==> src/design/bsr_pkg.sv <==
`timescale 1ns / 1ps
`default_nettype none

package bsr_pkg;

  localparam int PATTERN_MAX = 8;
  localparam int BUFFER_SIZE = 4096;
  localparam int ROOM_CAP    = ((BUFFER_SIZE - 1) < 16383) ? (BUFFER_SIZE - 1) : 16383;
  localparam int ROOM_W      = $clog2(ROOM_CAP + 1);
  localparam int BURST_MAX   = 8;

  // Configuration register indexes
  localparam logic [2:0] REG_OLD_PATTERN = 3'd0;
  localparam logic [2:0] REG_OLD_LENGTH  = 3'd1;
  localparam logic [2:0] REG_NEW_PATTERN = 3'd2;
  localparam logic [2:0] REG_NEW_LENGTH  = 3'd3;
  localparam logic [2:0] REG_SPARE_ROOM  = 3'd4;

  typedef struct packed {
    logic [63:0] old_pattern;
    logic [3:0]  old_length;
    logic [63:0] new_pattern;
    logic [3:0]  new_length;
    logic [11:0] spare_room;
  } cfg_t;

  // One classified input item: the bytes it releases, lowest byte first.
  typedef struct packed {
    logic [8*BURST_MAX-1:0] bytes;
    logic [3:0]             cnt;
    logic                   last;
    logic                   gave_up;
  } burst_t;

endpackage

`default_nettype wire

==> src/design/bsr_front.sv <==
`timescale 1ns / 1ps
`default_nettype none

module bsr_front (
  input  wire logic            clk,
  input  wire logic            rst_n,
  input  wire bsr_pkg::cfg_t   cfg,
  input  wire logic            in_valid,
  output logic                 in_ready,
  input  wire logic [7:0]      in_text_byte,
  input  wire logic            in_last_byte,
  output logic                 push,
  output bsr_pkg::burst_t      push_data,
  input  wire logic            push_ready
);
  import bsr_pkg::*;

  logic [7:0]        win_r   [PATTERN_MAX];
  logic [7:0]        win_nxt [PATTERN_MAX];
  logic [7:0]        win_ins [PATTERN_MAX];
  logic [7:0]        win_sh  [PATTERN_MAX];
  logic [3:0]        pend_r, pend_nxt;
  logic [ROOM_W-1:0] room_r, room_nxt;
  logic              stop_r, stop_nxt;
  logic              start_r;
  logic [3:0]        act_old_r, act_new_r;

  logic [3:0]        eff_old, eff_new, eff_pend, pend_inc;
  logic [ROOM_W-1:0] eff_room, room_ld;
  logic              eff_stop, match, overflow, accept;
  logic [3:0]        sat_old, sat_new;
  logic [ROOM_W:0]   grow, shrink, room_sum;
  logic [8*BURST_MAX-1:0] win_flat;
  burst_t            burst;

  assign accept   = in_valid && in_ready;
  assign in_ready = push_ready;

  assign sat_old = (cfg.old_length > 4'(PATTERN_MAX)) ? 4'(PATTERN_MAX) : cfg.old_length;
  assign sat_new = (cfg.new_length > 4'(BURST_MAX)) ? 4'(BURST_MAX) : cfg.new_length;
  assign room_ld = (32'(cfg.spare_room) > ROOM_CAP) ? ROOM_W'(ROOM_CAP)
                                                     : ROOM_W'(cfg.spare_room);

  always_comb begin
    eff_old  = start_r ? sat_old : act_old_r;
    eff_new  = start_r ? sat_new : act_new_r;
    eff_room = start_r ? room_ld : room_r;
    eff_stop = start_r ? 1'b0 : stop_r;
    eff_pend = start_r ? 4'd0 : pend_r;
    if (eff_pend >= eff_old) begin
      eff_pend = 4'd0;
    end
    pend_inc = eff_pend + 4'd1;

    win_flat = '0;
    match    = 1'b1;
    for (int i = 0; i < PATTERN_MAX; i++) begin
      win_ins[i] = (eff_pend == 4'(i)) ? in_text_byte : win_r[i];
      win_flat[8*i +: 8] = win_ins[i];
      if ((4'(i) < eff_old) && (win_ins[i] != cfg.old_pattern[8*i +: 8])) begin
        match = 1'b0;
      end
    end
    for (int i = 0; i < PATTERN_MAX; i++) begin
      win_sh[i] = (i < PATTERN_MAX - 1) ? win_ins[(i + 1) % PATTERN_MAX] : win_ins[i];
    end

    grow     = (eff_new > eff_old) ? (ROOM_W + 1)'(eff_new - eff_old) : '0;
    shrink   = (eff_old > eff_new) ? (ROOM_W + 1)'(eff_old - eff_new) : '0;
    overflow = grow > {1'b0, eff_room};
    room_sum = {1'b0, eff_room} + shrink - grow;
  end

  // Classify the item: what it releases and how the window moves.
  always_comb begin
    win_nxt       = win_r;
    pend_nxt      = eff_pend;
    room_nxt      = eff_room;
    stop_nxt      = eff_stop;
    burst.bytes   = '0;
    burst.cnt     = 4'd0;
    if (eff_stop || (eff_old == 4'd0)) begin
      burst.bytes[7:0] = in_text_byte;
      burst.cnt        = 4'd1;
    end else begin
      win_nxt  = win_ins;
      pend_nxt = pend_inc;
      if (pend_inc == eff_old) begin
        if (match && overflow) begin
          stop_nxt    = 1'b1;
          burst.bytes = win_flat;
          burst.cnt   = eff_old;
          pend_nxt    = 4'd0;
        end else if (match) begin
          burst.bytes = cfg.new_pattern;
          burst.cnt   = eff_new;
          pend_nxt    = 4'd0;
          room_nxt    = (room_sum > (ROOM_W + 1)'(ROOM_CAP)) ? ROOM_W'(ROOM_CAP)
                                                             : room_sum[ROOM_W-1:0];
        end else begin
          // Release the oldest byte; at the string end flush the rest too.
          burst.bytes = win_flat;
          burst.cnt   = in_last_byte ? eff_old : 4'd1;
          win_nxt     = win_sh;
          pend_nxt    = eff_old - 4'd1;
        end
      end else if (in_last_byte) begin
        burst.bytes = win_flat;
        burst.cnt   = pend_inc;
      end
    end
    burst.last    = in_last_byte;
    burst.gave_up = stop_nxt;
  end

  assign push      = accept && ((burst.cnt != 4'd0) || in_last_byte);
  assign push_data = burst;

  always_ff @(posedge clk) begin
    if (!rst_n) begin
      start_r   <= 1'b1;
      stop_r    <= 1'b0;
      pend_r    <= 4'd0;
      room_r    <= '0;
      act_old_r <= 4'd0;
      act_new_r <= 4'd0;
      for (int i = 0; i < PATTERN_MAX; i++) begin
        win_r[i] <= 8'd0;
      end
    end else if (accept) begin
      start_r   <= in_last_byte;
      stop_r    <= stop_nxt;
      pend_r    <= pend_nxt;
      room_r    <= room_nxt;
      act_old_r <= eff_old;
      act_new_r <= eff_new;
      win_r     <= win_nxt;
    end
  end

endmodule

`default_nettype wire

==> src/design/bsr_queue.sv <==
`timescale 1ns / 1ps
`default_nettype none

module bsr_queue (
  input  wire logic            clk,
  input  wire logic            rst_n,
  input  wire logic            push,
  input  wire bsr_pkg::burst_t push_data,
  output logic                 push_ready,
  input  wire logic            pop,
  output logic                 pop_valid,
  output bsr_pkg::burst_t      pop_data
);
  import bsr_pkg::*;

  burst_t     mem_r [2];
  logic       wr_r, rd_r;
  logic [1:0] cnt_r;

  assign push_ready = (cnt_r != 2'd2);
  assign pop_valid  = (cnt_r != 2'd0);
  assign pop_data   = mem_r[rd_r];

  always_ff @(posedge clk) begin
    if (push) begin
      mem_r[wr_r] <= push_data;
    end
  end

  always_ff @(posedge clk) begin
    if (!rst_n) begin
      wr_r  <= 1'b0;
      rd_r  <= 1'b0;
      cnt_r <= 2'd0;
    end else begin
      if (push) begin
        wr_r <= ~wr_r;
      end
      if (pop) begin
        rd_r <= ~rd_r;
      end
      cnt_r <= cnt_r + {1'b0, push} - {1'b0, pop};
    end
  end

endmodule

`default_nettype wire

==> src/design/bsr_back.sv <==
`timescale 1ns / 1ps
`default_nettype none

module bsr_back (
  input  wire logic            clk,
  input  wire logic            rst_n,
  input  wire logic            pop_valid,
  input  wire bsr_pkg::burst_t pop_data,
  output logic                 pop,
  output logic                 out_valid,
  input  wire logic            out_ready,
  output logic [7:0]           out_byte,
  output logic                 out_has_byte,
  output logic                 out_run_end,
  output logic                 out_string_end,
  output logic                 out_gave_up
);
  import bsr_pkg::*;

  logic                   busy_r, busy_nxt;
  logic [8*BURST_MAX-1:0] bytes_r, bytes_nxt;
  logic [3:0]             rem_r, rem_nxt;
  logic                   last_r, last_nxt, gu_r, gu_nxt;
  logic                   slot_free, emit;
  logic                   ov_r;
  logic [7:0]             ob_r, ob_nxt;
  logic                   oh_r, oh_nxt, ore_r, ore_nxt, ose_r, ose_nxt, og_r, og_nxt;

  assign slot_free = !ov_r || out_ready;
  assign pop       = slot_free && !busy_r && pop_valid;
  assign emit      = slot_free && (busy_r || pop_valid);

  always_comb begin
    busy_nxt  = busy_r;
    bytes_nxt = bytes_r;
    rem_nxt   = rem_r;
    last_nxt  = last_r;
    gu_nxt    = gu_r;
    ob_nxt    = ob_r;
    oh_nxt    = oh_r;
    ore_nxt   = ore_r;
    ose_nxt   = ose_r;
    og_nxt    = og_r;
    if (slot_free && busy_r) begin
      ob_nxt    = bytes_r[7:0];
      oh_nxt    = 1'b1;
      ore_nxt   = (rem_r == 4'd1);
      ose_nxt   = (rem_r == 4'd1) && last_r;
      og_nxt    = gu_r;
      bytes_nxt = bytes_r >> 8;
      rem_nxt   = rem_r - 4'd1;
      busy_nxt  = (rem_r != 4'd1);
    end else if (pop) begin
      og_nxt = pop_data.gave_up;
      if (pop_data.cnt == 4'd0) begin
        ob_nxt  = 8'd0;
        oh_nxt  = 1'b0;
        ore_nxt = 1'b1;
        ose_nxt = pop_data.last;
      end else begin
        ob_nxt    = pop_data.bytes[7:0];
        oh_nxt    = 1'b1;
        ore_nxt   = (pop_data.cnt == 4'd1);
        ose_nxt   = (pop_data.cnt == 4'd1) && pop_data.last;
        bytes_nxt = pop_data.bytes >> 8;
        rem_nxt   = pop_data.cnt - 4'd1;
        last_nxt  = pop_data.last;
        gu_nxt    = pop_data.gave_up;
        busy_nxt  = (pop_data.cnt != 4'd1);
      end
    end
  end

  always_ff @(posedge clk) begin
    bytes_r <= bytes_nxt;
    rem_r   <= rem_nxt;
    last_r  <= last_nxt;
    gu_r    <= gu_nxt;
    ob_r    <= ob_nxt;
    oh_r    <= oh_nxt;
    ore_r   <= ore_nxt;
    ose_r   <= ose_nxt;
    og_r    <= og_nxt;
  end

  always_ff @(posedge clk) begin
    if (!rst_n) begin
      busy_r <= 1'b0;
      ov_r   <= 1'b0;
    end else begin
      busy_r <= busy_nxt;
      if (slot_free) begin
        ov_r <= emit;
      end
    end
  end

  assign out_valid      = ov_r;
  assign out_byte       = ob_r;
  assign out_has_byte   = oh_r;
  assign out_run_end    = ore_r;
  assign out_string_end = ose_r;
  assign out_gave_up    = og_r;

endmodule

`default_nettype wire

==> src/design/bounded_substring_replace_top.sv <==
`timescale 1ns / 1ps
`default_nettype none

// Bounded substring replace: streams a string one byte per transfer and
// returns it with each leftmost, non-overlapping occurrence of the old
// pattern replaced by the new pattern, as long as the spare-room budget holds.
// Input channel: in_valid/in_ready carry in_text_byte and in_last_byte.
// Output channel: out_valid/out_ready carry one byte per transfer with its
// flags; a string whose last byte releases nothing ends in a marker transfer
// with out_has_byte low. out_run_end marks the last result of an input byte,
// out_string_end the last result of the string.
// Configuration: cfg_we writes cfg_wdata into register cfg_index; write only
// while the block is idle. Lengths and spare room are sampled at string start.
// Path: the first result of a byte is written into the queue at its input
// transfer, then into the output register, from which it is transferred.
// Throughput: one input byte per cycle while each byte releases at most one
// result and the receiver keeps up; the output stage gives one result per
// cycle while out_ready is high, so a replacement or flush of k bytes holds
// the back end until all k are out; the two-entry queue backs up into in_ready.
// Reset (synchronous, rst_n low) restores the register defaults, empties the
// queue and the output stage, and arms the string-start sampling.
// A stalled receiver holds the output register; the queue absorbs up to two
// more items before in_ready drops.
module bounded_substring_replace_top (
  input  wire logic        clk,
  input  wire logic        rst_n,
  input  wire logic        cfg_we,
  input  wire logic [2:0]  cfg_index,
  input  wire logic [63:0] cfg_wdata,
  input  wire logic        in_valid,
  output logic             in_ready,
  input  wire logic [7:0]  in_text_byte,
  input  wire logic        in_last_byte,
  output logic             out_valid,
  input  wire logic        out_ready,
  output logic [7:0]       out_byte,
  output logic             out_has_byte,
  output logic             out_run_end,
  output logic             out_string_end,
  output logic             out_gave_up
);
  import bsr_pkg::*;

  cfg_t   cfg_r;
  logic   push, push_ready, pop, pop_valid;
  burst_t push_data, pop_data;

  // Configuration registers; indexes past the list are dropped.
  always_ff @(posedge clk) begin
    if (!rst_n) begin
      cfg_r.old_pattern <= 64'd0;
      cfg_r.old_length  <= 4'd1;
      cfg_r.new_pattern <= 64'd0;
      cfg_r.new_length  <= 4'd0;
      cfg_r.spare_room  <= 12'd0;
    end else if (cfg_we) begin
      unique case (cfg_index)
        REG_OLD_PATTERN: cfg_r.old_pattern <= cfg_wdata;
        REG_OLD_LENGTH:  cfg_r.old_length  <= cfg_wdata[3:0];
        REG_NEW_PATTERN: cfg_r.new_pattern <= cfg_wdata;
        REG_NEW_LENGTH:  cfg_r.new_length  <= cfg_wdata[3:0];
        REG_SPARE_ROOM:  cfg_r.spare_room  <= cfg_wdata[11:0];
        default: ;
      endcase
    end
  end

  // Front: match window and budget, one byte per cycle while the queue has room.
  bsr_front u_front (
    .clk          (clk),
    .rst_n        (rst_n),
    .cfg          (cfg_r),
    .in_valid     (in_valid),
    .in_ready     (in_ready),
    .in_text_byte (in_text_byte),
    .in_last_byte (in_last_byte),
    .push         (push),
    .push_data    (push_data),
    .push_ready   (push_ready)
  );

  // Decouple classification from result expansion.
  bsr_queue u_queue (
    .clk        (clk),
    .rst_n      (rst_n),
    .push       (push),
    .push_data  (push_data),
    .push_ready (push_ready),
    .pop        (pop),
    .pop_valid  (pop_valid),
    .pop_data   (pop_data)
  );

  // Back: expand each burst into result transfers.
  bsr_back u_back (
    .clk            (clk),
    .rst_n          (rst_n),
    .pop_valid      (pop_valid),
    .pop_data       (pop_data),
    .pop            (pop),
    .out_valid      (out_valid),
    .out_ready      (out_ready),
    .out_byte       (out_byte),
    .out_has_byte   (out_has_byte),
    .out_run_end    (out_run_end),
    .out_string_end (out_string_end),
    .out_gave_up    (out_gave_up)
  );

endmodule

`default_nettype wire

==> config.mk <==
export PLATFORM = sky130hd
export DESIGN_NAME = bounded_substring_replace_top
export DESIGN_NICKNAME = d
export VERILOG_FILES = /design/src/design/bsr_pkg.sv /design/src/design/bsr_front.sv /design/src/design/bsr_queue.sv /design/src/design/bsr_back.sv /design/src/design/bounded_substring_replace_top.sv
export SDC_FILE = /design/constraint.sdc
export NUM_CORES = 1
export LEC_CHECK = 0
export BUFFER_PORTS_ARGS = -buffer_cell sky130_fd_sc_hd__buf_4
export CORE_MARGIN = 1.5
export CORE_UTILIZATION = 60
export CTS_BUF_LIST = sky130_fd_sc_hd__clkbuf_8
export DETAILED_ROUTE_END_ITERATION = 8
export PLACE_DENSITY = 0.75
export SETUP_SLACK_MARGIN = 0.1
export SYNTH_ARGS = -nofsm -noshare
export SYNTH_HDL_FRONTEND = slang
export SYNTH_SLANG_ARGS = --single-unit
==> constraint.sdc <==
create_clock -name clk -period 14.31 [get_ports clk]
set_input_delay 0 -clock clk [delete_from_list [all_inputs] [get_ports clk]]
set_output_delay 0 -clock clk [all_outputs]
set_load 0.005 [all_outputs]
Word-level counts from Yosys, hierarchy flattened
Memory sizes are Yosys's and may differ from the RTL's. A register that Yosys moved wholly into a read port is not among the register bits.
Index checks and enable logic that the tools add are counted.
W data, S select, Z words.

operators by class
  add/sub/neg operators = 10
  $lt $le $gt $ge = 15
  equality and inequality tests = 26
  multiplexer cells = 73
  bitwise gates (word level) = 5
  reductions and logical operators = 38

operators by type and width
  operator                number
  $mux W68                4
  $mux W64                3
  $mux W56                3
  $mux W8                 11
  $mux W12                7
  $ne A8 B8 Y1            8
  $mux W4                 14
  $mux W48                1
  $mux W1                 28
  $mux W13                2
  $logic_and A1 B1 Y1     17
  $eq A4 B3 Y1 const B    4
  $lt A3 B4 Y1 const A    4
  $reduce_and A2 Y1       7
  $add A12 B13 Y13        1
  $gt A13 B12 Y1          1
  $gt A13 B12 Y1 const B  1
  $sub A13 B13 Y13        1
  $eq A4 B1 Y1 const B    3
  $logic_not A4 Y1        3
  $sub A4 B1 Y4 const B   3
  $sub A4 B4 Y5           2
  $eq A4 B2 Y1 const B    2
  $gt A4 B4 Y1            2
  other kinds (21)        35

word-level totals
  bits in registers = 318
  memory bits (writable) = 140
  input bits = 81
  output and inout bits = 14
  word-level logic and storage cells = 202
  memories kept = 1

memory list
  name           words  bits a word  rd ports  clocked after Yosys merged registers in  write ports  RTL line         RTL
  u_queue.mem_r  2      70           1         1                                        1            bsr_queue.sv:16  burst_t mem_r [2];

Depth between registers and ports, before layout
Gate-level depths: netlist of run 1.

  depth in word-level cells = 26
  depth in mapped cells = 29
  gate-level depth less buffers = 28

Hierarchy
From an unflattened synthesis of run 1, not the netlist that was laid out.

unflattened totals
  cell total of the unflattened synthesis = 2358
  area, all modules = 24337.1 um^2

by module, submodules not included
  module                         times used  cells an instance  area each (um^2)  seq. area each (um^2)
  bsr_front                      1           1371               9550.4            1801.7
  bsr_queue                      1           239                5631.7            4304.1
  bounded_substring_replace_top  1           554                5602.9            2962.8
  bsr_back                       1           194                3552.2            2252.2

Worst setup path after synthesis of run 1
No wires, ideal clock.

  path type = register -> register
  from = register u_front.start_r
  to = memory u_queue.mem_r[0][0] in the netlist's numbering (enable)
  library setup time = 0.603 ns
  data arrival time = 10.944 ns
  data required time = 13.707 ns
  slack = 2.763 ns
  stages on the path, launching flop included = 25
  buffers on the path = 4
  clock period less this slack = 11.547 ns
  cell sequence = dfxtp_1 -> inv_1 -> clkbuf_1 -> buf_2 -> a22oi_1 -> inv_1 -> ha_1 -> nor3b_4 -> o21a_1 -> nand3_1 -> inv_1 -> ha_1 -> buf_2 -> nand3b_1 -> nor3_1 -> buf_2 -> mux2i_1 -> a2111oi_0 -> a32oi_1 -> nor3_1 -> a21oi_1 -> or4b_4 -> o211ai_2 -> nor2_1 -> a211oi_1

on the way
  word-level cells in the longest chain between the ends = 24
  elaborated cells between the ends (all ways) = 75
  those cells by class = 2 x add/sub; 11 x order compare; 16 x eq/ne; 31 x mux; 15 x reduce/logical

RTL lines
  item                               RTL line          RTL
  from (decl)                        bsr_front.sv:25   logic start_r;
  from (signal assigned)             bsr_front.sv:131  start_r <= in_last_byte;
  $mux W4 (*)                        bsr_front.sv:45   eff_old = start_r ? sat_old : act_old_r;
  named net u_front.eff_old[0]       bsr_front.sv:28   logic [3:0] eff_old, eff_new, eff_pend, pend_inc;
  $ge A4 B4 Y1                       bsr_front.sv:50   if (eff_pend >= eff_old) begin
  $mux W4                            bsr_front.sv:50
  $logic_not A4 Y1                   bsr_front.sv:58   win_ins[i] = (eff_pend == 4'(i)) ? in_text_byte : win_r[i];
  $mux W8                            bsr_front.sv:58
  $ne A8 B8 Y1                       bsr_front.sv:60   if ((4'(i) < eff_old) && (win_ins[i] != cfg.old_pattern[8*i +: 8])) begin
  $logic_and A1 B1 Y1                bsr_front.sv:60
  (+9 left out)                      n/a
  $mux W68                           bsr_front.sv:89   if (match && overflow) begin
  $mux W68                           bsr_front.sv:88   if (pend_inc == eff_old) begin
  $mux W12 (*)                       bsr_front.sv:82   if (eff_stop || (eff_old == 4'd0)) begin
  $reduce_bool A4 Y1 (*)             bsr_front.sv:116  assign push = accept && ((burst.cnt != 4'd0) || in_last_byte);
  $logic_or A1 B1 Y1 (*)             bsr_front.sv:116
  $logic_and A1 B1 Y1 (*)            bsr_front.sv:116
  $mux W1 (*)                        bsr_queue.sv:25   if (push) begin
  $mux W1 (implied by the code) (*)  bsr_queue.sv:26   mem_r[wr_r] <= push_data;
  to (decl)                          bsr_queue.sv:16

Mark *: on every way through the listed nets, which the timed path passes. The rest lies on a longest branch.

Worst setup path in the final report of run 1
  from = register u_front.start_r
  to = memory u_queue.mem_r[1][26] in the netlist's numbering (enable)

Same word-level chain as after synthesis.

==> flow_summary.html, run 1 <==
<table>
<tr><th>Metric</th><th>Value</th></tr>
<tr><th colspan="2">CTS</th></tr>
<tr><td>CTS root buffer</td><td>sky130_fd_sc_hd__clkbuf_8</td></tr>
<tr><td>Total CTS buffers</td><td>75</td></tr>
<tr><td>CTS sink count</td><td>about 460</td></tr>
<tr><td>Maximum root-to-sink buffer count</td><td>3</td></tr>
<tr><td>Clock-pin slew of the registers on the worst-case setup and hold paths</td><td>about 0.060 ns</td></tr>
<tr><td>Worst skew pair latency</td><td>around 0.65 ns</td></tr>
<tr><td>Number of levels the H-tree was split into</td><td>3</td></tr>
<tr><td>TritonCTS clock tree</td><td>done</td></tr>
<tr><th colspan="2">Synthesis</th></tr>
<tr><td>Commonest cells in the synthesized netlist</td><td>sky130_fd_sc_hd__nand2_1, sky130_fd_sc_hd__a21oi_1, sky130_fd_sc_hd__dfxtp_1</td></tr>
<tr><td>Seq cells post-synth</td><td>around 460</td></tr>
<tr><td>Leading register cell type out of synthesis</td><td>sky130_fd_sc_hd__dfxtp_1</td></tr>
<tr><td>Cell taking the most area after synthesis</td><td>sky130_fd_sc_hd__edfxtp_1</td></tr>
<tr><td>Largest cells by area after synthesis</td><td>sky130_fd_sc_hd__edfxtp_1, sky130_fd_sc_hd__dfxtp_1, sky130_fd_sc_hd__nand2_1, sky130_fd_sc_hd__a21oi_1, sky130_fd_sc_hd__mux2i_1</td></tr>
<tr><td>Post-synth EDFFs</td><td>213</td></tr>
<tr><td>Netlist area before placement</td><td>around 23,000 um^2</td></tr>
<tr><td>Synthesized area per cell</td><td>between 9 and 10 um^2</td></tr>
<tr><td>Post-synth ARST share</td><td>0%</td></tr>
<tr><td>Synth cell types</td><td>74</td></tr>
<tr><td>Warning count from the yosys run</td><td>0</td></tr>
<tr><td>Cell count after synthesis</td><td>approximately 2,500</td></tr>
<tr><td>Sequential area share after synthesis</td><td>between 40% and 50%</td></tr>
<tr><td>Area share of the largest cell type after synthesis</td><td>approximately 28%</td></tr>
<tr><td>Number of nets in the synthesized netlist</td><td>roughly 2,600</td></tr>
<tr><td>Cell with the most instances after synthesis</td><td>sky130_fd_sc_hd__nand2_1</td></tr>
<tr><th colspan="2">Timing</th></tr>
<tr><td>Final period utilization</td><td>65.0%</td></tr>
<tr><td>Worst-case headroom to the max-slew limit</td><td>about a fifth</td></tr>
<tr><td>Maximum clock skew at final layout</td><td>0.0370 ns</td></tr>
<tr><td>Fmax achieved</td><td>107 MHz</td></tr>
<tr><td>Final setup violating endpoints</td><td>0</td></tr>
<tr><td>RSZ-0062 raised after global routing</td><td>false</td></tr>
<tr><td>Fin. max-slew vios</td><td>0</td></tr>
<tr><td>Hold Vio Cnt, Final</td><td>0</td></tr>
<tr><td>Post-route setup TNS</td><td>0 ns</td></tr>
<tr><td>Transition at the pin with the smallest max-transition slack</td><td>about 1.2 ns</td></tr>
<tr><td>Shortest period the worst path allows</td><td>between 9 and 10 ns</td></tr>
<tr><th colspan="2">Route</th></tr>
<tr><td>Final WL</td><td>between 70 and 80 mm</td></tr>
<tr><td>Routed wire per std cell</td><td>roughly 22 um</td></tr>
<tr><td>Count of TritonRoute iterations in the first routing pass</td><td>6</td></tr>
<tr><td>DR iter-0 viols</td><td>~2,300</td></tr>
<tr><td>Vias after detailed routing</td><td>19,900</td></tr>
<tr><td>Avg Vias per Cell</td><td>between 6 and 7</td></tr>
<tr><td>Drt drc</td><td>0</td></tr>
<tr><td>Remaining antenna violation count</td><td>0</td></tr>
<tr><th colspan="2">Worst setup path</th></tr>
<tr><td>Kind of capture point of the worst setup path</td><td>flip-flop</td></tr>
<tr><td>Critical path arrival</td><td>9.57 ns</td></tr>
<tr><td>Critical path start-end classification</td><td>flip-flop to flip-flop</td></tr>
<tr><td>Type of origin of the critical path</td><td>flip-flop</td></tr>
<tr><td>Max FO, Critical Path</td><td>70</td></tr>
<tr><td>WP data required</td><td>between 10 and 15 ns</td></tr>
<tr><th colspan="2">Global route</th></tr>
<tr><td>M3 GR Usage</td><td>under 10%</td></tr>
<tr><td>Global-route wire length before repair</td><td>between 100 and 150 mm</td></tr>
<tr><td>Sum of overflow across all layers after global routing</td><td>0</td></tr>
<tr><td>Routing layer with the top usage in global route</td><td>met2</td></tr>
<tr><td>GRT Total Usage</td><td>between 30% and 40%</td></tr>
<tr><td>Met2 layer usage reported by global route</td><td>54.0%</td></tr>
<tr><td>Pin count of the biggest net entering global routing</td><td>between 100 and 150</td></tr>
<tr><td>Number of antenna violations at the first check in global routing</td><td>0</td></tr>
<tr><td>Vias in the first global route</td><td>approximately 19,000</td></tr>
<tr><td>Met1 usage in global routing</td><td>51.0%</td></tr>
<tr><th colspan="2">Power and ir drop</th></tr>
<tr><td>Leak pwr</td><td>between 9 and 10 nW</td></tr>
<tr><td>Power per Cell Area</td><td>around 180 nW/um^2</td></tr>
<tr><td>Worst supply voltage drop on vdd</td><td>0.141 mV</td></tr>
<tr><th colspan="2">Floorplan</th></tr>
<tr><td>Core region area</td><td>about 38,000 um^2</td></tr>
<tr><td>Starting density of the core</td><td>roughly 61%</td></tr>
<tr><td>Number of core rows</td><td>71</td></tr>
<tr><td>Ports</td><td>between 90 and 100</td></tr>
<tr><td>Die outline area</td><td>~40,000 um^2</td></tr>
<tr><td>Die outline width</td><td>around 200 um</td></tr>
<tr><td>Die Y</td><td>199 um</td></tr>
<tr><th colspan="2">Job</th></tr>
<tr><td>Max Cap Violations</td><td>0</td></tr>
<tr><th colspan="2">Final layout</th></tr>
<tr><td>Number of antenna repair diodes</td><td>0</td></tr>
<tr><td>Number of nets in the layout</td><td>2,745</td></tr>
<tr><td>Final standard cell utilization of the core</td><td>a little over two thirds</td></tr>
<tr><td>Fraction of final layout cells with drive strength greater than 1</td><td>roughly 11%</td></tr>
<tr><td>Layout overhead on the synthesized area</td><td>14.5%</td></tr>
<tr><th colspan="2">Place</th></tr>
<tr><td>Number of buffer cells added on primary ports</td><td>94</td></tr>
<tr><td>Hpwl dp</td><td>46.4 mm</td></tr>
<tr><td>Global placer's final weighted congestion</td><td>between 0.9 and 1</td></tr>
<tr><th colspan="2">Min path</th></tr>
<tr><td>Min-Delay Path Class</td><td>input pin to flip-flop</td></tr>
<tr><th colspan="2">Outcome</th></tr>
<tr><td>Outcome</td><td>completed</td></tr>
</table>
==> layout make-up <==
type / instances / area [um^2]
repair buffers: 203 / 1730
inverters: 64 / 245
clock buffers: 89 / 1220
flip-flops and latches: 459 / 11300
clock inverters: 48 / 340
fillers: 2967 / 11400
well taps: 511 / 639
multi-input cells: 1798 / 11000
==> routing by layer <==
metal  up-vias  part of all wire (%)  wire length (um)
met2      1112                    45             31600
met1      9492                    42             29700
li1       9102                     -                 -
met4         0                   3.0              2110
met5         -                     0                 0
met3       149                    11              7450
==> through the flow <==
step	instances	setup WS (ns)	power [mW]	instance area (um^2)	hold slack (ns)
2_1_floorplan	2488	2.76	3.11	23100	0.0619
3_3_place_gp	2952	5.54	3.57	24100	0.248
3_5_place_dp	2952	5.18	3.62	24100	0.255
4_1_cts	3172	5.14	4.83	26500	0.0174
5_1_grt	3172	4.32	5.08	26500	0.0693
6_report	3172	5.00	4.85	26500	0.0376
==> what timing repair did <==
item,4_1_cts,5_1_grt
hold buffers,83,0
hold endpoints to repair,198,0
resized for setup,0,0
setup buffers,0,0
==> power by group <==
group          total (mW)  switching, mW  internal (mW)
Clock                1.19          0.547          0.645
Combinational        1.77           1.15          0.621
Sequential           1.89          0.131           1.76
Total                4.85           1.83           3.03
==> kinds of logic after synthesis <==
kind of cell    after synthesis  synth area share, %
compound gates              620                 16.8
mux                         145                 6.54
xor+xnor                     61                 2.31
fa+ha+maj                    63                 3.86
simple gates                909                 17.6
buf+inv                     231                 3.97
flops                       459                 49.0
==> path summary, 6_finish.rpt <==
path / cells past startpoint / start / end / slack, ns
hold reg to reg: 2 / u_front.room_r[8] / u_front.room_r[8] / 0.45
hold / removal: 4 / in_valid / u_front.act_old_r[2] / 0.04
setup reg to reg: 23 / u_front.start_r / u_queue.mem_r[1][26] / 5.00
setup / recovery: 23 / u_front.start_r / u_queue.mem_r[1][26] / 5.00
==> registers in the layout, indices dropped and copies added (netlist names), 8 cells and up, named ones only <==
signal and count:
u_back.out_byte 8, u_front.win_r 64, u_back.bytes_r 56, u_front.room_r 12, u_queue.mem_r 140, cfg_r 148
==> worst max-delay path: stages, from the launching register on <==
cell,delay [ns]
sky130_fd_sc_hd__dfxtp_1,0.64
sky130_fd_sc_hd__inv_1,0.19
sky130_fd_sc_hd__buf_4,0.37
sky130_fd_sc_hd__nor2_1,0.12
sky130_fd_sc_hd__a22oi_1,0.63
sky130_fd_sc_hd__inv_1,0.25
sky130_fd_sc_hd__ha_1,0.40
sky130_fd_sc_hd__nor3b_4,0.34
sky130_fd_sc_hd__o21a_1,0.27
sky130_fd_sc_hd__nand3_1,0.25
sky130_fd_sc_hd__inv_1,0.21
sky130_fd_sc_hd__ha_1,0.66
sky130_fd_sc_hd__nand3b_1,0.25
sky130_fd_sc_hd__nor3_2,0.85
sky130_fd_sc_hd__mux2i_1,0.21
sky130_fd_sc_hd__a2111oi_0,0.43
sky130_fd_sc_hd__a32oi_1,0.17
sky130_fd_sc_hd__nor3_1,0.26
sky130_fd_sc_hd__a21oi_1,0.31
sky130_fd_sc_hd__or4b_4,0.61
sky130_fd_sc_hd__o211ai_2,0.22
sky130_fd_sc_hd__nor2_1,0.15
sky130_fd_sc_hd__a211oi_4,0.24
sky130_fd_sc_hd__buf_4,0.76
==> cells in the final DEF, fill, tap and decap left out, types with 13 or more instances in the layout <==
cell type / Yosys / final
sky130_fd_sc_hd__o22ai_1: 13 / 13
sky130_fd_sc_hd__nor2_1: 183 / 179
sky130_fd_sc_hd__a21boi_0: 16 / 16
sky130_fd_sc_hd__xor2_1: 21 / 21
sky130_fd_sc_hd__buf_4: 0 / 120
sky130_fd_sc_hd__a21oi_1: 247 / 247
sky130_fd_sc_hd__and4_1: 24 / 24
sky130_fd_sc_hd__mux2i_1: 105 / 105
sky130_fd_sc_hd__o21ai_0: 99 / 99
sky130_fd_sc_hd__dlygate4sd3_1: 0 / 83
sky130_fd_sc_hd__mux2_2: 39 / 39
sky130_fd_sc_hd__inv_1: 63 / 84
sky130_fd_sc_hd__o211ai_1: 83 / 83
sky130_fd_sc_hd__and3b_1: 15 / 15
sky130_fd_sc_hd__edfxtp_1: 213 / 213
sky130_fd_sc_hd__nor3_1: 24 / 23
sky130_fd_sc_hd__clkbuf_8: 0 / 89
sky130_fd_sc_hd__xnor2_1: 40 / 40
sky130_fd_sc_hd__dfxtp_1: 246 / 245
sky130_fd_sc_hd__ha_1: 49 / 49
sky130_fd_sc_hd__nand3_1: 53 / 53
sky130_fd_sc_hd__a22oi_1: 71 / 71
sky130_fd_sc_hd__nand2_1: 488 / 486
sky130_fd_sc_hd__nor2b_1: 31 / 30
sky130_fd_sc_hd__fa_1: 14 / 14
sky130_fd_sc_hd__nand2b_1: 30 / 30
Note: power is estimated with default switching activity, not from simulation.
==> run 2, diff against run 1 <==
--- a/config.mk
+++ b/config.mk
@@ -5,12 +5,13 @@
 export SDC_FILE = /design/constraint.sdc
 export NUM_CORES = 1
 export LEC_CHECK = 0
+export ABC_AREA = 1
 export BUFFER_PORTS_ARGS = -buffer_cell sky130_fd_sc_hd__buf_4
 export CORE_MARGIN = 1.5
-export CORE_UTILIZATION = 60
+export CORE_UTILIZATION = 58
 export CTS_BUF_LIST = sky130_fd_sc_hd__clkbuf_8
 export DETAILED_ROUTE_END_ITERATION = 8
-export PLACE_DENSITY = 0.75
+export PLACE_DENSITY = 0.76
 export SETUP_SLACK_MARGIN = 0.1
 export SYNTH_ARGS = -nofsm -noshare
 export SYNTH_HDL_FRONTEND = slang
==> constraint.sdc (replaced) <==
create_clock -name clk -period 8.5 [get_ports clk]
set_input_delay 0 -clock clk [delete_from_list [all_inputs] [get_ports clk]]
set_output_delay 0 -clock clk [all_outputs]
set_load 0.005 [all_outputs]
==> run 2 against run 1 <==
- area after synthesis about the same
- global-route usage decreased by 0.30 points
- first-iteration DRC count increased by 14%
- largest cell class unchanged
- largest power group is now combinational logic
==> flow_summary.html, run 2 <==
<table>
<tr><th>Metric</th><th>Value</th></tr>
<tr><th colspan="2">Timing</th></tr>
<tr><td>Post-route setup TNS</td><td>0 ns (unchanged)</td></tr>
<tr><td>RSZ-0062 raised after global routing</td><td>false</td></tr>
<tr><td>Fmax achieved</td><td>146 MHz (+36%)</td></tr>
<tr><td>Worst-case headroom to the max-slew limit</td><td>32.8% (+13 points)</td></tr>
<tr><td>Final period utilization</td><td>80.4% (+15 points)</td></tr>
<tr><td>Min Hold Slack</td><td>0.131 ns (+0.0937 ns)</td></tr>
<tr><td>Final setup violating endpoints</td><td>0 (unchanged)</td></tr>
<tr><td>Fin. max-slew vios</td><td>0 (unchanged)</td></tr>
<tr><td>Setup WS post-layout</td><td>1.66 ns (-3.34 ns)</td></tr>
<tr><td>Hold Vio Cnt, Final</td><td>0 (unchanged)</td></tr>
<tr><td>Transition at the pin with the smallest max-transition slack</td><td>1.01 ns (-0.195 ns)</td></tr>
<tr><td>Maximum clock skew at final layout</td><td>0.0489 ns (+0.0120 ns)</td></tr>
<tr><td>Shortest period the worst path allows</td><td>6.84 ns (-2.47 ns)</td></tr>
<tr><th colspan="2">Power and ir drop</th></tr>
<tr><td>Leak pwr</td><td>11.5 nW (+15%)</td></tr>
<tr><td>Clock share of power</td><td>23.1% (-1.5 points)</td></tr>
<tr><td>Relative contribution of combinational cells to total power</td><td>38.7% (+2.2 points)</td></tr>
<tr><td>Internal power contribution</td><td>5.01 mW (+65%)</td></tr>
<tr><td>Sequential share of power</td><td>38.2% (-0.8 points)</td></tr>
<tr><td>Sum of internal, switching and leakage power</td><td>8.27 mW (+70%)</td></tr>
<tr><td>Switching share of power</td><td>39.5% (+1.8 points)</td></tr>
<tr><td>Net load switching power</td><td>3.27 mW (+79%)</td></tr>
<tr><td>Power per Cell Area</td><td>311 nW/um^2 (+70%)</td></tr>
<tr><td>Worst supply voltage drop on vdd</td><td>0.227 mV (+61%)</td></tr>
<tr><th colspan="2">Synthesis</th></tr>
<tr><td>Synthesized area per cell</td><td>7.94 um^2 (-15%)</td></tr>
<tr><td>Warning count from the yosys run</td><td>0 (unchanged)</td></tr>
<tr><td>Cell taking the most area after synthesis</td><td>sky130_fd_sc_hd__edfxtp_1</td></tr>
<tr><td>Post-synth ARST share</td><td>0% (unchanged)</td></tr>
<tr><td>Cell with the most instances after synthesis</td><td>sky130_fd_sc_hd__nand2_1</td></tr>
<tr><td>Leading register cell type out of synthesis</td><td>sky130_fd_sc_hd__dfxtp_1</td></tr>
<tr><td>Post-synth EDFFs</td><td>213 (unchanged)</td></tr>
<tr><td>Area share of the largest cell type after synthesis</td><td>27.7% (about the same)</td></tr>
<tr><td>Sequential area share after synthesis</td><td>49.0% (about the same)</td></tr>
<tr><td>Largest cells by area after synthesis</td><td>sky130_fd_sc_hd__edfxtp_1, sky130_fd_sc_hd__dfxtp_1, sky130_fd_sc_hd__nand2_1, sky130_fd_sc_hd__nor2_1, sky130_fd_sc_hd__o21ai_0</td></tr>
<tr><td>Netlist area before placement</td><td>23,100 um^2 (about the same)</td></tr>
<tr><td>Cell count after synthesis</td><td>2,909 (+17%)</td></tr>
<tr><td>Commonest cells in the synthesized netlist</td><td>sky130_fd_sc_hd__nand2_1, sky130_fd_sc_hd__nor2_1, sky130_fd_sc_hd__o21ai_0</td></tr>
<tr><td>Seq cells post-synth</td><td>459 (unchanged)</td></tr>
<tr><td>Synth cell types</td><td>52 (-30%)</td></tr>
<tr><td>Number of nets in the synthesized netlist</td><td>3,053 (+16%)</td></tr>
<tr><th colspan="2">Worst setup path</th></tr>
<tr><td>Launch instance of the worst register-to-register path</td><td>u_front.start_r</td></tr>
<tr><td>Critical path start-end classification</td><td>flip-flop to flip-flop</td></tr>
<tr><td>WP data required</td><td>8.79 ns (-5.79 ns)</td></tr>
<tr><td>R2r endpoint</td><td>u_queue.mem_r[1][32]</td></tr>
<tr><td>Delay contributed by the slowest stage of the critical path</td><td>0.63 ns (-0.22 ns)</td></tr>
<tr><td>Critical path arrival</td><td>7.13 ns (-2.44 ns)</td></tr>
<tr><td>Critical-path cell with the highest stage delay</td><td>sky130_fd_sc_hd__ha_1</td></tr>
<tr><td>Type of origin of the critical path</td><td>flip-flop</td></tr>
<tr><td>Max FO, Critical Path</td><td>26 (-63%)</td></tr>
<tr><td>Logic depth of the worst register-to-register path</td><td>33 (+43%)</td></tr>
<tr><td>Kind of capture point of the worst setup path</td><td>flip-flop</td></tr>
<tr><td>Critical Path Most Common Cell</td><td>sky130_fd_sc_hd__nand2_1</td></tr>
<tr><td>Reg2reg setup slack</td><td>1.66 ns (-3.34 ns)</td></tr>
<tr><th colspan="2">Final layout</th></tr>
<tr><td>Footprint of the multi-input gates</td><td>10,200 um^2 (-7.3%)</td></tr>
<tr><td>Number of flip-flops under the largest register name</td><td>148 (unchanged)</td></tr>
<tr><td>Total of fill cells in the finished design</td><td>3,190 (+7.5%)</td></tr>
<tr><td>Number of nets in the layout</td><td>3,191 (+16%)</td></tr>
<tr><td>Biggest register</td><td>cfg_r</td></tr>
<tr><td>Number of antenna repair diodes</td><td>0 (unchanged)</td></tr>
<tr><td>Most frequent cells in the layout</td><td>sky130_fd_sc_hd__nand2_1, sky130_fd_sc_hd__nor2_1, sky130_fd_sc_hd__inv_1, sky130_fd_sc_hd__o21ai_0, sky130_fd_sc_hd__dfxtp_1</td></tr>
<tr><td>Most frequent standard cell in the layout excluding fill and tap cells</td><td>sky130_fd_sc_hd__nand2_1</td></tr>
<tr><td>Area occupied by registers</td><td>11,300 um^2 (about the same)</td></tr>
<tr><td>Top flop regs</td><td>cfg_r x148, u_queue.mem_r x140, u_front.win_r x64</td></tr>
<tr><td>Layout overhead on the synthesized area</td><td>15.0%</td></tr>
<tr><td>Fraction of final layout cells with drive strength greater than 1</td><td>9.35% (-1.9 points)</td></tr>
<tr><th colspan="2">Job</th></tr>
<tr><td>Max Cap Violations</td><td>0 (unchanged)</td></tr>
<tr><th colspan="2">CTS</th></tr>
<tr><td>Worst skew pair latency</td><td>0.65 ns (about the same)</td></tr>
<tr><td>Number of levels the H-tree was split into</td><td>3 (unchanged)</td></tr>
<tr><td>Clock-pin slew of the registers on the worst-case setup and hold paths</td><td>0.06 ns (about the same)</td></tr>
<tr><td>Total CTS buffers</td><td>75 (unchanged)</td></tr>
<tr><td>CTS sink count</td><td>459 (unchanged)</td></tr>
<tr><td>TritonCTS clock tree</td><td>done</td></tr>
<tr><td>Maximum root-to-sink buffer count</td><td>3 (unchanged)</td></tr>
<tr><td>Number of gates resized after CTS</td><td>0 (unchanged)</td></tr>
<tr><td>CTS root buffer</td><td>sky130_fd_sc_hd__clkbuf_8</td></tr>
<tr><th colspan="2">Floorplan</th></tr>
<tr><td>Die outline area</td><td>41,000 um^2 (+3.3%)</td></tr>
<tr><td>Ports</td><td>95 (unchanged)</td></tr>
<tr><td>Number of core rows</td><td>72 (+1.4%)</td></tr>
<tr><td>Die outline width</td><td>203 um (+1.6%)</td></tr>
<tr><td>Starting density of the core</td><td>59.2% (-1.9 points)</td></tr>
<tr><td>Die Y</td><td>203 um (+1.6%)</td></tr>
<tr><td>Core region area</td><td>39,000 um^2 (+3.1%)</td></tr>
<tr><th colspan="2">Global route</th></tr>
<tr><td>GRT Total Usage</td><td>35.3% (-0.30 points)</td></tr>
<tr><td>Number of antenna violations at the first check in global routing</td><td>0 (unchanged)</td></tr>
<tr><td>Met2 layer usage reported by global route</td><td>54.5% (+0.52 points)</td></tr>
<tr><td>Global-route wire length before repair</td><td>113 mm (+5.5%)</td></tr>
<tr><td>Met1 usage in global routing</td><td>48.8% (-2.2 points)</td></tr>
<tr><td>Pin count of the biggest net entering global routing</td><td>84 (-26%)</td></tr>
<tr><td>Routing layer with the top usage in global route</td><td>met2</td></tr>
<tr><td>Sum of overflow across all layers after global routing</td><td>0 (unchanged)</td></tr>
<tr><td>Vias in the first global route</td><td>20,700 (+11%)</td></tr>
<tr><td>M3 GR Usage</td><td>6.28% (-0.32 points)</td></tr>
<tr><th colspan="2">Route</th></tr>
<tr><td>Count of TritonRoute iterations in the first routing pass</td><td>7 (+1)</td></tr>
<tr><td>Final WL</td><td>72.0 mm (+1.7%)</td></tr>
<tr><td>Remaining antenna violation count</td><td>0 (unchanged)</td></tr>
<tr><td>Routed wire per std cell</td><td>19.9 um (-11%)</td></tr>
<tr><td>DR iter-0 viols</td><td>2,590 (+14%)</td></tr>
<tr><td>Avg Vias per Cell</td><td>5.92 (-5.5%)</td></tr>
<tr><td>Vias after detailed routing</td><td>21,400 (+7.9%)</td></tr>
<tr><td>Drt drc</td><td>0 (unchanged)</td></tr>
<tr><th colspan="2">Min path</th></tr>
<tr><td>Min-delay src</td><td>cfg_wdata[31]</td></tr>
<tr><td>Min-Delay Path Class</td><td>input pin to flip-flop</td></tr>
<tr><td>Hold Path Cell Cnt</td><td>4 (unchanged)</td></tr>
<tr><td>Endpoint of the worst hold path</td><td>cfg_r[47]</td></tr>
<tr><th colspan="2">Place</th></tr>
<tr><td>Placement Setup Slack</td><td>1.79 ns (-3.39 ns)</td></tr>
<tr><td>Global placer's final weighted congestion</td><td>0.959 (+1.9%)</td></tr>
<tr><td>Hpwl dp</td><td>48.8 mm (+5.1%)</td></tr>
<tr><td>Number of buffer cells added on primary ports</td><td>94 (unchanged)</td></tr>
<tr><th colspan="2">Outcome</th></tr>
<tr><td>Outcome</td><td>completed</td></tr>
</table>
[run 2: worst max-delay path by stage]
stage	start	endpoint	slack (ns)	depth (start not counted)
5_1_grt	u_front.start_r	u_queue.mem_r[1][32]	1.03	34
6_report	u_front.start_r	u_queue.mem_r[1][32]	1.66	33
4_1_cts	u_front.start_r	u_queue.mem_r[1][35]	1.76	34
3_5_place_dp	u_front.start_r	u_queue.mem_r[1][35]	1.79	34
3_3_place_gp	u_front.start_r	u_queue.mem_r[1][35]	1.99	32
2_1_floorplan	u_front.start_r	u_queue.mem_r[0][0]	0.46	30
[run 2: through the flow]
| stage | util, % | instance area, um^2 | cells |
|---|---|---|---|
| global route | 68.1 | 26600 | 3621 |
| detailed placement | 61.7 | 24100 | 3387 |
| finish | 68.1 | 26600 | 3621 |
| CTS | 68.1 | 26600 | 3621 |
| global placement | 61.7 | 24100 | 3387 |
| floorplan | - | 23100 | 2909 |
[run 2: layout make-up]
cell class	count	area share, %
Clock buffer	90	4.66
Tap cell	518	2.44
Sequential cell	459	42.6
Multi-Input combinational cell	2026	38.3
Timing Repair Buffer	229	7.47
Inverter	256	3.62
Clock inverter	43	0.918
[run 2: logic make-up after synthesis]
kind of cell,Yosys count,synth area share (%)
AOI/OAI and AO/OA,655,15.9
xor gates and xnor gates,18,0.682
adders and majority gates,63,3.87
buffers and inverters,424,7.26
DFF,459,49.0
muxes,15,0.650
and+or+nand+nor,1275,22.7
[run 2: power groups by stage]
stage / Sequential (mW) / Combinational (mW) / Clock, mW
finish: 3.16 / 3.20 / 1.91
global route: 3.20 / 3.58 / 2.03
CTS: 3.16 / 3.16 / 1.93
detailed placement: 3.20 / 3.10 / 0
global placement: 3.18 / 3.01 / 0
floorplan: 3.18 / 2.16 / 0
[run 2: metal layers]
layer  share of wire, %  wire length (um)  vias to the layer above
met5                  0                 0                        -
met4                4.5              3240                        0
met3                 10              7320                      221
met2                 44             31900                     1151
met1                 41             29600                    10000
li1                   -                 -                    10000
[run 2: repair_timing]
action,CTS,global route
hold buffers,101,0
hold endpoints to repair,220,0
buffers inserted,0,0
[run 2: worst max-delay path: cells and delay by family, from the launching register on]
family	cells	cell delay, ns
flip-flops	1	0.34
adder cells (fa/ha/maj)	2	0.91
buffers and inverters	6	1.22
AO/OA/AOI/OAI	1	0.60
AND/OR/NAND/NOR	24	3.38
